### config.mk
export PLATFORM = sky130hd
export DESIGN_NAME = distinct_value_frequency_counter_unit
export DESIGN_NICKNAME = d
export VERILOG_FILES = /design/src/sv/dvfc_pkg.sv /design/src/sv/dvfc_table.sv /design/src/sv/dvfc_match.sv /design/src/sv/dvfc_seq.sv /design/src/sv/distinct_value_frequency_counter_unit.sv
export SDC_FILE = /design/constraint.sdc
export NUM_CORES = 1
export LEC_CHECK = 0
export BUFFER_PORTS_ARGS = -buffer_cell sky130_fd_sc_hd__buf_2
export CORE_MARGIN = 4
export CORE_UTILIZATION = 67
export CTS_CLUSTER_DIAMETER = 150
export CTS_CLUSTER_SIZE = 40
export DETAILED_ROUTE_END_ITERATION = 8
export PLACE_DENSITY = 0.85
export SYNTH_ARGS = -nofsm -noshare
export SYNTH_HDL_FRONTEND = slang
export SYNTH_HIERARCHICAL = 1
export SYNTH_SLANG_ARGS = --single-unit
### constraint.sdc
create_clock -name clock -period 15 [get_ports clock]
set_clock_uncertainty 0.2 [all_clocks]
set_input_delay 4.5 -clock clock [delete_from_list [all_inputs] [get_ports clock]]
set_output_delay 4.5 -clock clock [all_outputs]
set_load 0.005 [all_outputs]
### src/sv/dvfc_pkg.sv
`timescale 1ns / 1ps

package dvfc_pkg;

   localparam int ENTRIES    = 16;
   localparam int COUNT_BITS = 16;
   localparam int VALUE_BITS = 32;
   localparam int OCC_BITS   = 16;

   localparam int IDX_BITS  = (ENTRIES > 1) ? $clog2(ENTRIES) : 1;
   localparam int FILL_BITS = $clog2(ENTRIES + 1);
   localparam int WIDE_BITS = (COUNT_BITS > OCC_BITS) ? COUNT_BITS : OCC_BITS;

   localparam int REQ_DATA_BITS = VALUE_BITS;
   localparam int RSP_DATA_BITS = ((VALUE_BITS + OCC_BITS + 7) / 8) * 8;

   typedef logic signed [VALUE_BITS-1:0] value_type;
   typedef logic [COUNT_BITS-1:0]        count_type;
   typedef logic [OCC_BITS-1:0]          occ_type;
   typedef logic [IDX_BITS-1:0]          idx_type;
   typedef logic [FILL_BITS-1:0]         fill_type;

   typedef enum logic [2:0] {
      ST_IDLE,
      ST_SCAN,
      ST_INSERT,
      ST_EMIT_RD,
      ST_EMIT_LD
   } state_type;

   typedef struct packed {
      logic      value_en;
      logic      count_en;
      idx_type   addr;
      value_type value;
      count_type count;
   } tbl_wr_type;

   typedef struct packed {
      logic    en;
      idx_type addr;
   } tbl_rd_type;

   typedef struct packed {
      value_type value;
      count_type count;
   } tbl_data_type;

   typedef struct packed {
      logic      hit;
      count_type count_next;
   } match_type;

   // clamp a stored count to the reported field width
   function automatic occ_type occ_report(input count_type count);
      logic [WIDE_BITS-1:0] wide;
      wide = WIDE_BITS'(count);
      if (wide > WIDE_BITS'({OCC_BITS{1'b1}})) begin
         occ_report = {OCC_BITS{1'b1}};
      end else begin
         occ_report = wide[OCC_BITS-1:0];
      end
   endfunction

endpackage

### src/sv/dvfc_table.sv
`timescale 1ns / 1ps

module dvfc_table (
   input  logic                  clock,
   input  dvfc_pkg::tbl_wr_type  wr,
   input  dvfc_pkg::tbl_rd_type  rd,
   output dvfc_pkg::tbl_data_type rd_data
);

   dvfc_pkg::value_type value_mem [dvfc_pkg::ENTRIES];
   dvfc_pkg::count_type count_mem [dvfc_pkg::ENTRIES];
   dvfc_pkg::tbl_data_type rd_data_ff;

   always_ff @(posedge clock) begin
      if (wr.value_en) begin
         value_mem[wr.addr] <= wr.value;
      end
      if (wr.count_en) begin
         count_mem[wr.addr] <= wr.count;
      end
   end

   // read data only moves when a read is issued, so it holds for the emit stall
   always_ff @(posedge clock) begin
      if (rd.en) begin
         rd_data_ff.value <= value_mem[rd.addr];
         rd_data_ff.count <= count_mem[rd.addr];
      end
   end

   assign rd_data = rd_data_ff;

endmodule

### src/sv/dvfc_match.sv
`timescale 1ns / 1ps

module dvfc_match (
   input  dvfc_pkg::value_type    key,
   input  dvfc_pkg::tbl_data_type entry,
   output dvfc_pkg::match_type    result
);

   always_comb begin
      result.hit = (entry.value == key);
      // saturating increment
      if (&entry.count) begin
         result.count_next = entry.count;
      end else begin
         result.count_next = entry.count + dvfc_pkg::COUNT_BITS'(1);
      end
   end

endmodule

### src/sv/dvfc_seq.sv
`timescale 1ns / 1ps

module dvfc_seq (
   input  logic                   clock,
   input  logic                   reset,
   input  logic                   req_tvalid,
   output logic                   req_tready,
   input  dvfc_pkg::value_type    req_value,
   input  logic                   req_last,
   output logic                   rsp_tvalid,
   input  logic                   rsp_tready,
   output dvfc_pkg::value_type    rsp_value,
   output dvfc_pkg::occ_type      rsp_occ,
   output logic                   rsp_overflow,
   output logic                   rsp_last,
   output dvfc_pkg::tbl_wr_type   wr,
   output dvfc_pkg::tbl_rd_type   rd,
   input  dvfc_pkg::tbl_data_type rd_data,
   output dvfc_pkg::value_type    key,
   input  dvfc_pkg::match_type    mres
);

   dvfc_pkg::state_type state_ff, state_in;
   dvfc_pkg::value_type key_ff, key_in;
   logic                last_ff, last_in;
   dvfc_pkg::fill_type  idx_ff, idx_in;
   dvfc_pkg::fill_type  fill_ff, fill_in;
   logic                ovf_ff, ovf_in;

   logic                rsp_valid_ff, rsp_valid_in;
   dvfc_pkg::value_type rsp_value_ff, rsp_value_in;
   dvfc_pkg::occ_type   rsp_occ_ff, rsp_occ_in;
   logic                rsp_ovf_ff, rsp_ovf_in;
   logic                rsp_last_ff, rsp_last_in;

   logic                out_free;
   logic                idx_at_end;

   always_ff @(posedge clock) begin
      if (reset) begin
         state_ff     <= dvfc_pkg::ST_IDLE;
         fill_ff      <= '0;
         ovf_ff       <= 1'b0;
         rsp_valid_ff <= 1'b0;
      end else begin
         state_ff     <= state_in;
         fill_ff      <= fill_in;
         ovf_ff       <= ovf_in;
         rsp_valid_ff <= rsp_valid_in;
      end
   end

   always_ff @(posedge clock) begin
      key_ff       <= key_in;
      last_ff      <= last_in;
      idx_ff       <= idx_in;
      rsp_value_ff <= rsp_value_in;
      rsp_occ_ff   <= rsp_occ_in;
      rsp_ovf_ff   <= rsp_ovf_in;
      rsp_last_ff  <= rsp_last_in;
   end

   assign out_free   = !rsp_valid_ff || rsp_tready;
   assign idx_at_end = ((idx_ff + dvfc_pkg::FILL_BITS'(1)) == fill_ff);

   always_comb begin
      state_in     = state_ff;
      key_in       = key_ff;
      last_in      = last_ff;
      idx_in       = idx_ff;
      fill_in      = fill_ff;
      ovf_in       = ovf_ff;
      rsp_valid_in = rsp_valid_ff && !rsp_tready;
      rsp_value_in = rsp_value_ff;
      rsp_occ_in   = rsp_occ_ff;
      rsp_ovf_in   = rsp_ovf_ff;
      rsp_last_in  = rsp_last_ff;
      req_tready   = 1'b0;
      wr           = '0;
      rd.en        = 1'b0;
      rd.addr      = idx_ff[dvfc_pkg::IDX_BITS-1:0];

      unique case (state_ff)
         dvfc_pkg::ST_IDLE: begin
            req_tready = 1'b1;
            if (req_tvalid) begin
               key_in  = req_value;
               last_in = req_last;
               idx_in  = '0;
               rd.en   = 1'b1;
               rd.addr = '0;
               if (fill_ff == '0) begin
                  state_in = dvfc_pkg::ST_INSERT;
               end else begin
                  state_in = dvfc_pkg::ST_SCAN;
               end
            end
         end
         // one used entry compared per cycle
         dvfc_pkg::ST_SCAN: begin
            if (mres.hit) begin
               wr.count_en = 1'b1;
               wr.addr     = idx_ff[dvfc_pkg::IDX_BITS-1:0];
               wr.count    = mres.count_next;
               idx_in      = '0;
               state_in    = last_ff ? dvfc_pkg::ST_EMIT_RD : dvfc_pkg::ST_IDLE;
            end else if (idx_at_end) begin
               state_in = dvfc_pkg::ST_INSERT;
            end else begin
               idx_in  = idx_ff + dvfc_pkg::FILL_BITS'(1);
               rd.en   = 1'b1;
               rd.addr = idx_in[dvfc_pkg::IDX_BITS-1:0];
            end
         end
         dvfc_pkg::ST_INSERT: begin
            if (fill_ff != dvfc_pkg::FILL_BITS'(dvfc_pkg::ENTRIES)) begin
               wr.value_en = 1'b1;
               wr.count_en = 1'b1;
               wr.addr     = fill_ff[dvfc_pkg::IDX_BITS-1:0];
               wr.value    = key_ff;
               wr.count    = dvfc_pkg::COUNT_BITS'(1);
               fill_in     = fill_ff + dvfc_pkg::FILL_BITS'(1);
            end else begin
               ovf_in = 1'b1;
            end
            idx_in   = '0;
            state_in = last_ff ? dvfc_pkg::ST_EMIT_RD : dvfc_pkg::ST_IDLE;
         end
         dvfc_pkg::ST_EMIT_RD: begin
            rd.en    = 1'b1;
            state_in = dvfc_pkg::ST_EMIT_LD;
         end
         dvfc_pkg::ST_EMIT_LD: begin
            if (out_free) begin
               rsp_valid_in = 1'b1;
               rsp_value_in = rd_data.value;
               rsp_occ_in   = dvfc_pkg::occ_report(rd_data.count);
               rsp_ovf_in   = ovf_ff;
               rsp_last_in  = idx_at_end;
               if (idx_at_end) begin
                  // batch done, table starts over empty
                  fill_in  = '0;
                  ovf_in   = 1'b0;
                  state_in = dvfc_pkg::ST_IDLE;
               end else begin
                  idx_in   = idx_ff + dvfc_pkg::FILL_BITS'(1);
                  state_in = dvfc_pkg::ST_EMIT_RD;
               end
            end
         end
         default: begin
            state_in = dvfc_pkg::ST_IDLE;
         end
      endcase
   end

   assign key          = key_ff;
   assign rsp_tvalid   = rsp_valid_ff;
   assign rsp_value    = rsp_value_ff;
   assign rsp_occ      = rsp_occ_ff;
   assign rsp_overflow = rsp_ovf_ff;
   assign rsp_last     = rsp_last_ff;

endmodule

### src/sv/distinct_value_frequency_counter_unit.sv
`timescale 1ns / 1ps

// Counts the distinct values of a batch in order of first appearance. Each input beat
// carries one signed 32-bit value and tlast on the final value of the batch. A value is
// compared against the used table entries one entry per cycle by a single compare and
// increment unit, and a new value is not taken until the last one is counted, inserted
// or dropped. After the batch's last beat the table is read out one entry at a time,
// waiting while the result side stalls; req_tready stays low until the readout ends.
// Each result beat gives value and count (saturating at 65535), tuser flags a batch in
// which a new value was dropped because all 16 entries were taken, and tlast marks the
// final result. The table is empty again after the readout and after reset.
module distinct_value_frequency_counter_unit (
   input  logic                                clock,
   input  logic                                reset,
   input  logic                                req_tvalid,
   output logic                                req_tready,
   input  logic [dvfc_pkg::REQ_DATA_BITS-1:0]  req_tdata,   // value[31:0]
   input  logic                                req_tlast,
   output logic                                rsp_tvalid,
   input  logic                                rsp_tready,
   output logic [dvfc_pkg::RSP_DATA_BITS-1:0]  rsp_tdata,   // distinct_value, occurrences
   output logic                                rsp_tuser,   // table_overflow
   output logic                                rsp_tlast
);

   dvfc_pkg::tbl_wr_type   wr;
   dvfc_pkg::tbl_rd_type   rd;
   dvfc_pkg::tbl_data_type rd_data;
   dvfc_pkg::match_type    mres;
   dvfc_pkg::value_type    key;
   dvfc_pkg::value_type    rsp_value;
   dvfc_pkg::occ_type      rsp_occ;

   dvfc_table u_table (
      .clock   (clock),
      .wr      (wr),
      .rd      (rd),
      .rd_data (rd_data)
   );

   dvfc_match u_match (
      .key    (key),
      .entry  (rd_data),
      .result (mres)
   );

   dvfc_seq u_seq (
      .clock        (clock),
      .reset        (reset),
      .req_tvalid   (req_tvalid),
      .req_tready   (req_tready),
      .req_value    (req_tdata[dvfc_pkg::VALUE_BITS-1:0]),
      .req_last     (req_tlast),
      .rsp_tvalid   (rsp_tvalid),
      .rsp_tready   (rsp_tready),
      .rsp_value    (rsp_value),
      .rsp_occ      (rsp_occ),
      .rsp_overflow (rsp_tuser),
      .rsp_last     (rsp_tlast),
      .wr           (wr),
      .rd           (rd),
      .rd_data      (rd_data),
      .key          (key),
      .mres         (mres)
   );

   assign rsp_tdata = dvfc_pkg::RSP_DATA_BITS'({rsp_occ, rsp_value});

endmodule

==> impl_metrics.json, run 1 <==
{
  "status": "finished, final reports clean",
  "start_util_pct": 68.0,
  "post_cts_buffers": 0,
  "die_area_mm2": 0.0560,
  "ys.flop_type": "edfxtp_1",
  "antenna_found_initial": 0,
  "grt_max_degree": 77,
  "grt_pass1_vias": 17300,
  "pin_count": 89,
  "portBuffers": 88,
  "final_common_cell": "edfxtp_1",
  "cts_resized": 0,
  "syn-instance-count": 1650,
  "seqPwrFrac_pct": 51.2,
  "worstRegToRegCells": 13,
  "r2r_start": "u_table/rd_data[16]",
  "async_reset_ff_share_pct": 0,
  "synth_cell_types": 58,
  "power_switching_share_pct": 32.5,
  "clock_path_buffers": 3,
  "num-nets-final": 1768,
  "yosys_warnings": 6,
  "crit_top_cell": "buf_4",
  "cts_buffers": 26,
  "drt-wirelength-per-cell_um": 32.8,
  "arrival_ps": 8920,
  "period_minus_slack_ps": 8740,
  "ant_nets": 0,
  "finalPower_mw": 6.62,
  "r2r_end": "u_table/rd_data[22]",
  "crit_chain": "buf_2, nor2b_1, o21ai_0, a21o_1, a22o_4, buf_4, buf_4, mux4_2, a22oi_1, nand2_1",
  "setup.worst_path.start": "req_tvalid",
  "place_inst": 2379,
  "layoutNonFillerInstCount": 2429,
  "dpl.hpwl_um": 41700,
  "via_count": 17400,
  "slew_headroom_pct": 21.9,
  "die_x_um": 237,
  "clkSinkCount": 914,
  "clockPowerShare_pct": 15.5,
  "synth_edf_count": 904,
  "critPathRequiredTime_ps": 15180,
  "worstSetupPathType": "in2reg",
  "cp_num_cells": 10,
  "hold_viol": 0,
  "cp_max_fo": 76,
  "area_growth_pct": 6.23,
  "final_cell_mix": "edfxtp_1 (904), mux4_2 (192), a22oi_1 (96)",
  "power_frac_comb_pct": 33.3,
  "start_kind": "input pin",
  "synth_area_mm2": 0.0350,
  "grt_pass1_wl_um": 116000,
  "slowest_delay_ps": 970,
  "post-route-period-util_pct": 58.2,
  "grt_usage_pct": 28.3,
  "drt_wl_total_um": 79700,
  "rrSetupSlack_ps": 7980,
  "ir_worst_vdd_uv": 145,
  "tns_ps": 0,
  "htree_levels": 1,
  "tightest_slew_ps": 1170,
  "cellPowerDensity_mw_per_mm2": 178,
  "place_congestion": 0.816,
  "overflow": 0,
  "syn_avg_cell_area_um2": 21.2,
  "p_switching_mw": 2.15,
  "whs_ps": 268,
  "syn_nets": 1691,
  "max_cap_viol_count": 0,
  "drc": 0,
  "crit_end": "u_table/rd_data[22]",
  "clk_latency_ps": 630,
  "die_h_um": 237,
  "cts_tree": "done",
  "max_freq_mhz": 114,
  "synth-seq-cells": 914,
  "setup_viol": 0,
  "final_util_pct": 72.3,
  "core_mm2": 0.0515,
  "seq_area_frac_synth_pct": 78.0,
  "crit_buf_inv": 3,
  "p_int_mw": 4.47,
  "drt_iter0_markers": 2697,
  "p_leak_nw": 11.1,
  "rsz0062_at_grt": "false",
  "cts_hold_buffers": 0,
  "slew_viol_final": 0,
  "routed_via_density": 7.16,
  "clock-root-buffer": "clkbuf_16",
  "clkTransAtPathRegs_ps": 140,
  "first_pass_iters": 6,
  "end_kind": "register",
  "drive_above_1_share_pct": 22.7,
  "hold_path.class": "reg2reg",
  "slowest_stage": "buf_4",
  "holdPathStages": 0,
  "critPathTopFamily": "buffers and inverters",
  "rows": 83
}
## flip-flops by register name, summed over array words and instances, names as in the netlist
name and cells:
u_seq/state_ff 3, u_seq/fill_ff 5, u_seq/ovf_ff 1, u_seq/rsp_tvalid 1
u_table/rd_data 48, u_seq/rsp_last 1, u_seq/rsp_occ 16, u_seq/key 32
u_seq/rsp_value 32, u_seq/idx_ff 5, u_seq/last_ff 1, u_table/value_mem 512
u_table/count_mem 256, u_seq/rsp_overflow 1
## how the worst min path moves through the flow
stage	startpoint	endpoint	slack, ps
after floorplan	u_seq/ovf_ff	u_seq/rsp_overflow	210
after global placement	u_seq/ovf_ff	u_seq/rsp_overflow	220
after detailed placement	u_seq/ovf_ff	u_seq/rsp_overflow	230
after CTS	u_seq/ovf_ff	u_seq/rsp_overflow	270
after global routing	u_seq/ovf_ff	u_seq/rsp_overflow	280
final	u_seq/ovf_ff	u_seq/rsp_overflow	270
## power groups by stage
stage                     registers (mW)  logic, mW  clock network, mW
after floorplan                     3.35       1.64                  0
after global placement              3.43       2.09                  0
after detailed placement            3.44       2.16                  0
after CTS                           3.38       2.19               1.03
after global routing                3.40       2.34               1.13
final                               3.39       2.20               1.03
## stage by stage
| step | instance area (um^2) | worst slack, ps |
|---|---|---|
| after global routing | 37200 | 6090 |
| after CTS | 37200 | 6360 |
| final | 37200 | 6260 |
| after detailed placement | 36500 | 5710 |
| after floorplan | 35000 | 7110 |
| after global placement | 36500 | 5810 |
## area by class of cell
type | instances | area (um^2)
flip-flops and latches | 914 | 27300
inverters | 4 | 15.0
fillers | 2861 | 14300
repair buffers | 132 | 771
clock buffers | 47 | 751
diodes | 2 | 5.00
multi-input cells | 649 | 7480
well taps | 680 | 851
clock inverters | 1 | 8.76
## synthesized netlist by cell type, types with 3 or more instances
library cell / count / share of area, %
edfxtp_1: 904 / 77
mux4_2: 192 / 12
a22oi_1: 96 / 2.1
nand2_1: 75 / 0.80
nor2_1: 56 / 0.60
and2_1: 50 / 0.89
clkbuf_1: 41 / 0.44
xor2_1: 39 / 0.97
buf_4: 18 / 0.39
o21ai_0: 13 / 0.19
a21oi_1: 10 / 0.14
buf_1: 10 / 0.11
buf_2: 10 / 0.14
dfxtp_1: 10 / 0.57
nand3_1: 10 / 0.14
xnor2_1: 10 / 0.25
nand4_1: 8 / 0.14
nor2b_1: 8 / 0.14
nor4_1: 8 / 0.14
a22o_1: 5 / 0.12
nand2b_1: 5 / 0.089
a31oi_1: 4 / 0.071
buf_6: 4 / 0.13
ha_1: 4 / 0.14
nand3b_1: 4 / 0.086
nor3_1: 4 / 0.057
or4_1: 4 / 0.086
a21o_1: 3 / 0.064
and3_1: 3 / 0.054
inv_1: 3 / 0.032
mux2_1: 3 / 0.096
## worst reg2reg max path, delay by kind of cell, from the launching register on
| kind | cells | cell delay, ps |
|---|---|---|
| DFF | 1 | 520 |
| and+or+nand+nor | 5 | 1760 |
| xor gates and xnor gates | 1 | 200 |
| AOI/OAI and AO/OA | 4 | 1600 |
| buffers and inverters | 2 | 2050 |
| muxes | 1 | 470 |
## logic make-up (layout without fill, tap and decap cells)
kind of cell	Yosys count	in the layout	synth area share [%]
other	0	2	0
buffers and inverters	87	184	1.25
flip-flops	914	914	78.0
XOR/XNOR	49	49	1.22
adder cells (fa/ha/maj)	4	4	0.143
AO/OA/AOI/OAI	147	147	3.12
multiplexers	199	199	12.6
AND/OR/NAND/NOR	250	250	3.67
## layer usage
layer  wire length [um]  track usage [%]  part of all wire [%]
met2              39600             45.8                    50
met4               2230             7.22                   2.8
met5                  0                0                     0
met3               9650             5.58                    12
met1              28200             41.3                    35
(Power assumes the default switching activity.)
==> inputs of run 2 (changes only) <==
- ABC_AREA: unset -> 1
- CORE_UTILIZATION: 67 -> 57
- PLACE_DENSITY: 0.85 -> 0.76
- clock period: 15 -> 8 ns (I/O delays scaled with it)
==> run 2 against run 1 <==
Compared with the run above:
- utilization fell by 12 points
- clock power rose by 87%
- die area rose by 32%
- cell area rose by 12%
- synthesized cell count rose by 130%
- first-iteration DRC count rose by 31%
- power rose by 100%
- largest cell class unchanged
- highest routed layer unchanged
==> impl_metrics.json, run 2 <==
{
  "diodes": 0,
  "wl_met3_um": 9000,
  "first_pass_iters": 6,
  "r2r_start": "u_table/rd_data[28]",
  "arrival_ps": 5350,
  "via_count": 26100,
  "slowest_stage": "buf_12",
  "start_util_pct": 57.8,
  "clkSinkCount": 914,
  "final_common_cell": "nand2_1",
  "regMostFlops": "u_table/value_mem",
  "clock-root-buffer": "clkbuf_16",
  "ys.flop_type": "edfxtp_1",
  "clk_latency_ps": 660,
  "synth-seq-cells": 914,
  "grt_pass1_vias": 24400,
  "slew_viol_final": 0,
  "period_minus_slack_ps": 5140,
  "setup_viol": 0,
  "netlist.area_leader.share_pct": 68.1,
  "yosys.area_share.adder_pct": 0.126,
  "hold_path.class": "reg2reg",
  "synth.area.top_cells": "edfxtp_1 (68%), nand2_1 (11%), nand3_1 (7.7%), inv_1 (6.6%), nor2_1 (1.4%)",
  "tns_ps": 0,
  "hold_viol": 0,
  "post_cts_buffers": 0,
  "min_to": "u_seq/rsp_overflow",
  "rows": 96,
  "synth_compound_area_share_pct": 0.408,
  "post_synth_most_frequent_cells": "nand2_1 (1,184), edfxtp_1 (904), inv_1 (702)",
  "cellPowerDensity_mw_per_mm2": 319,
  "seq_area_frac_synth_pct": 68.6,
  "crit_top_cell": "nand2_1",
  "synth_area_leader_cell": "edfxtp_1",
  "synth_edf_count": 904,
  "p_leak_nw": 17.9,
  "largest_reg_flops": 512,
  "cts_resized": 0,
  "tightest_slew_ps": 1280,
  "antenna_found_initial": 0,
  "drt_iter0_markers": 3537,
  "ant_nets": 0,
  "portBuffers": 88,
  "post-route-period-util_pct": 64.3,
  "drc": 0,
  "syn_avg_cell_area_um2": 10.4,
  "syn-instance-count": 3833,
  "synth_area_mm2": 0.0398,
  "die_x_um": 272,
  "max_freq_mhz": 195,
  "wl_met2_um": 44200,
  "pre_cts_slack_ps": 2430,
  "rsz0062_at_grt": "false",
  "final_cell_mix": "nand2_1 (1,184), edfxtp_1 (904), inv_1 (699)",
  "core_mm2": 0.0689,
  "grt_pass1_wl_um": 140000,
  "synth_cell_types": 36,
  "crit_chain": "nand2_1, nand2_1, nor2_1, nand2_1, nor2_1, nand2_1, nor2_2, buf_4, nand2_1, inv_1, nand2_1, nand3_4, buf_12, buf_12, nand2_1, nand3_1, nand3_1, nand3_1, nand2_1",
  "hp-start": "u_seq/ovf_ff",
  "async_reset_ff_share_pct": 0,
  "overflow": 0,
  "grt_usage_pct": 24.4,
  "clock_path_buffers": 3,
  "routed_via_density": 5.46,
  "slowest_delay_ps": 670,
  "top_layer": "met4",
  "synth_top_family_by_area": "simple AND/OR/NAND/NOR gates",
  "cp_max_fo": 197,
  "worstRegToRegCells": 19,
  "place_congestion": 0.819,
  "pin_count": 89,
  "dpl.hpwl_um": 48500,
  "nFillCells": 5390,
  "cts_buffers": 26,
  "drt_wl_total_um": 92600,
  "cts_hold_buffers": 0,
  "holdPathStages": 0,
  "yosys.area_share.simple_pct": 21.3,
  "drive_above_1_share_pct": 6.48,
  "slew_headroom_pct": 14.7,
  "die_area_mm2": 0.0742,
  "synth.most_common_cell": "nand2_1",
  "htree_levels": 1,
  "start_kind": "register",
  "ir_worst_vdd_uv": 371,
  "syn_nets": 3874,
  "rrSetupSlack_ps": 2860,
  "drt-wirelength-per-cell_um": 19.4,
  "drt-met1-wl_um": 36800,
  "clkTransAtPathRegs_ps": 140,
  "status": "finished, final reports clean",
  "num-nets-final": 3874,
  "max_cap_viol_count": 0,
  "setup_ws_ps": 2860,
  "die_h_um": 272,
  "cts_tree": "done",
  "worstSetupPathType": "reg2reg",
  "yosys_warnings": 6,
  "synthMuxAreaShare_pct": 0,
  "critPathRequiredTime_ps": 8210,
  "r2r_end": "u_table/rd_data[39]",
  "area_growth_pct": 4.94,
  "grt_max_degree": 198,
  "synth_xor_area_share_pct": 0.198,
  "end_kind": "register"
}
-- run 2: cell count changes after synthesis, sizes merged, moves of 11 or more --
cell	previous run	this run
buf	42	142
mux4	192	0
nand3	11	623
nand2	75	1191
nor2	56	157
inv	4	707
a22oi	97	1
and2	50	0
xor2	39	7
clkbuf	41	30
-- run 2: per-layer routing --
metal  track usage [%]  up-vias
met2              40.4     1272
li1                  -    12300
met4              7.37        0
met1              34.6    12400
met3              2.82      167
met5                 0        -
-- run 2: logic make-up after synthesis --
group | after synthesis
DFF | 914
buffers and inverters | 879
adders and majority gates | 4
and+or+nand+nor | 2001
xor gates and xnor gates | 9
AOI/OAI and AO/OA | 26
-- run 2: critical path, delay by kind of cell (launching register included) --
family / cells / cell delay [ps]
buffers and inverters: 4 / 1830
flip-flops: 1 / 480
AND/OR/NAND/NOR: 15 / 2110
-- run 2: report_power, final --
part           internal, mW  total, mW  switching (mW)  leakage [nW]
combinational          1.44       5.22            3.78          9.62
sequential             5.92       6.20           0.280          7.97
clock                 0.633       1.93            1.30         0.349
-- run 2: layout make-up --
type                            count  area [um^2]  area share, %
Multi-Input combinational cell   2040         9010           21.5
Clock buffer                       37          713           1.71
Timing Repair Buffer              144          898           2.15
Clock inverter                      1         8.76         0.0209
Sequential cell                   914        27300           65.4
Tap cell                          931         1160           2.79
Inverter                          707         2670           6.39
-- run 2: per-stage QoR --
stage / std cells / utilization, % / hold WS, ps / power, mW / instance area, um^2
floorplan: 3833 / - / 209 / 10.2 / 39800
global placement: 4736 / 59.6 / 215 / 11.3 / 41100
detailed placement: 4736 / 59.6 / 219 / 11.4 / 41100
CTS: 4774 / 60.6 / 253 / 13.3 / 41800
global route: 4774 / 60.6 / 263 / 14.1 / 41800
finish: 4774 / 60.6 / 255 / 13.4 / 41800
-- run 2: worst max path at each step --
stage | startpoint | endpoint | slack (ps) | cells past startpoint
2_1_floorplan | rsp_tready | u_seq/fill_ff[0] | 2400 | 9
3_3_place_gp | req_tvalid | u_table/rd_data[34] | 2500 | 13
3_5_place_dp | req_tvalid | u_table/rd_data[39] | 2430 | 13
4_1_cts | u_table/rd_data[28] | u_table/rd_data[39] | 3010 | 19
5_1_grt | u_table/rd_data[45] | u_table/rd_data[35] | 2600 | 19
6_report | u_table/rd_data[28] | u_table/rd_data[39] | 2860 | 19
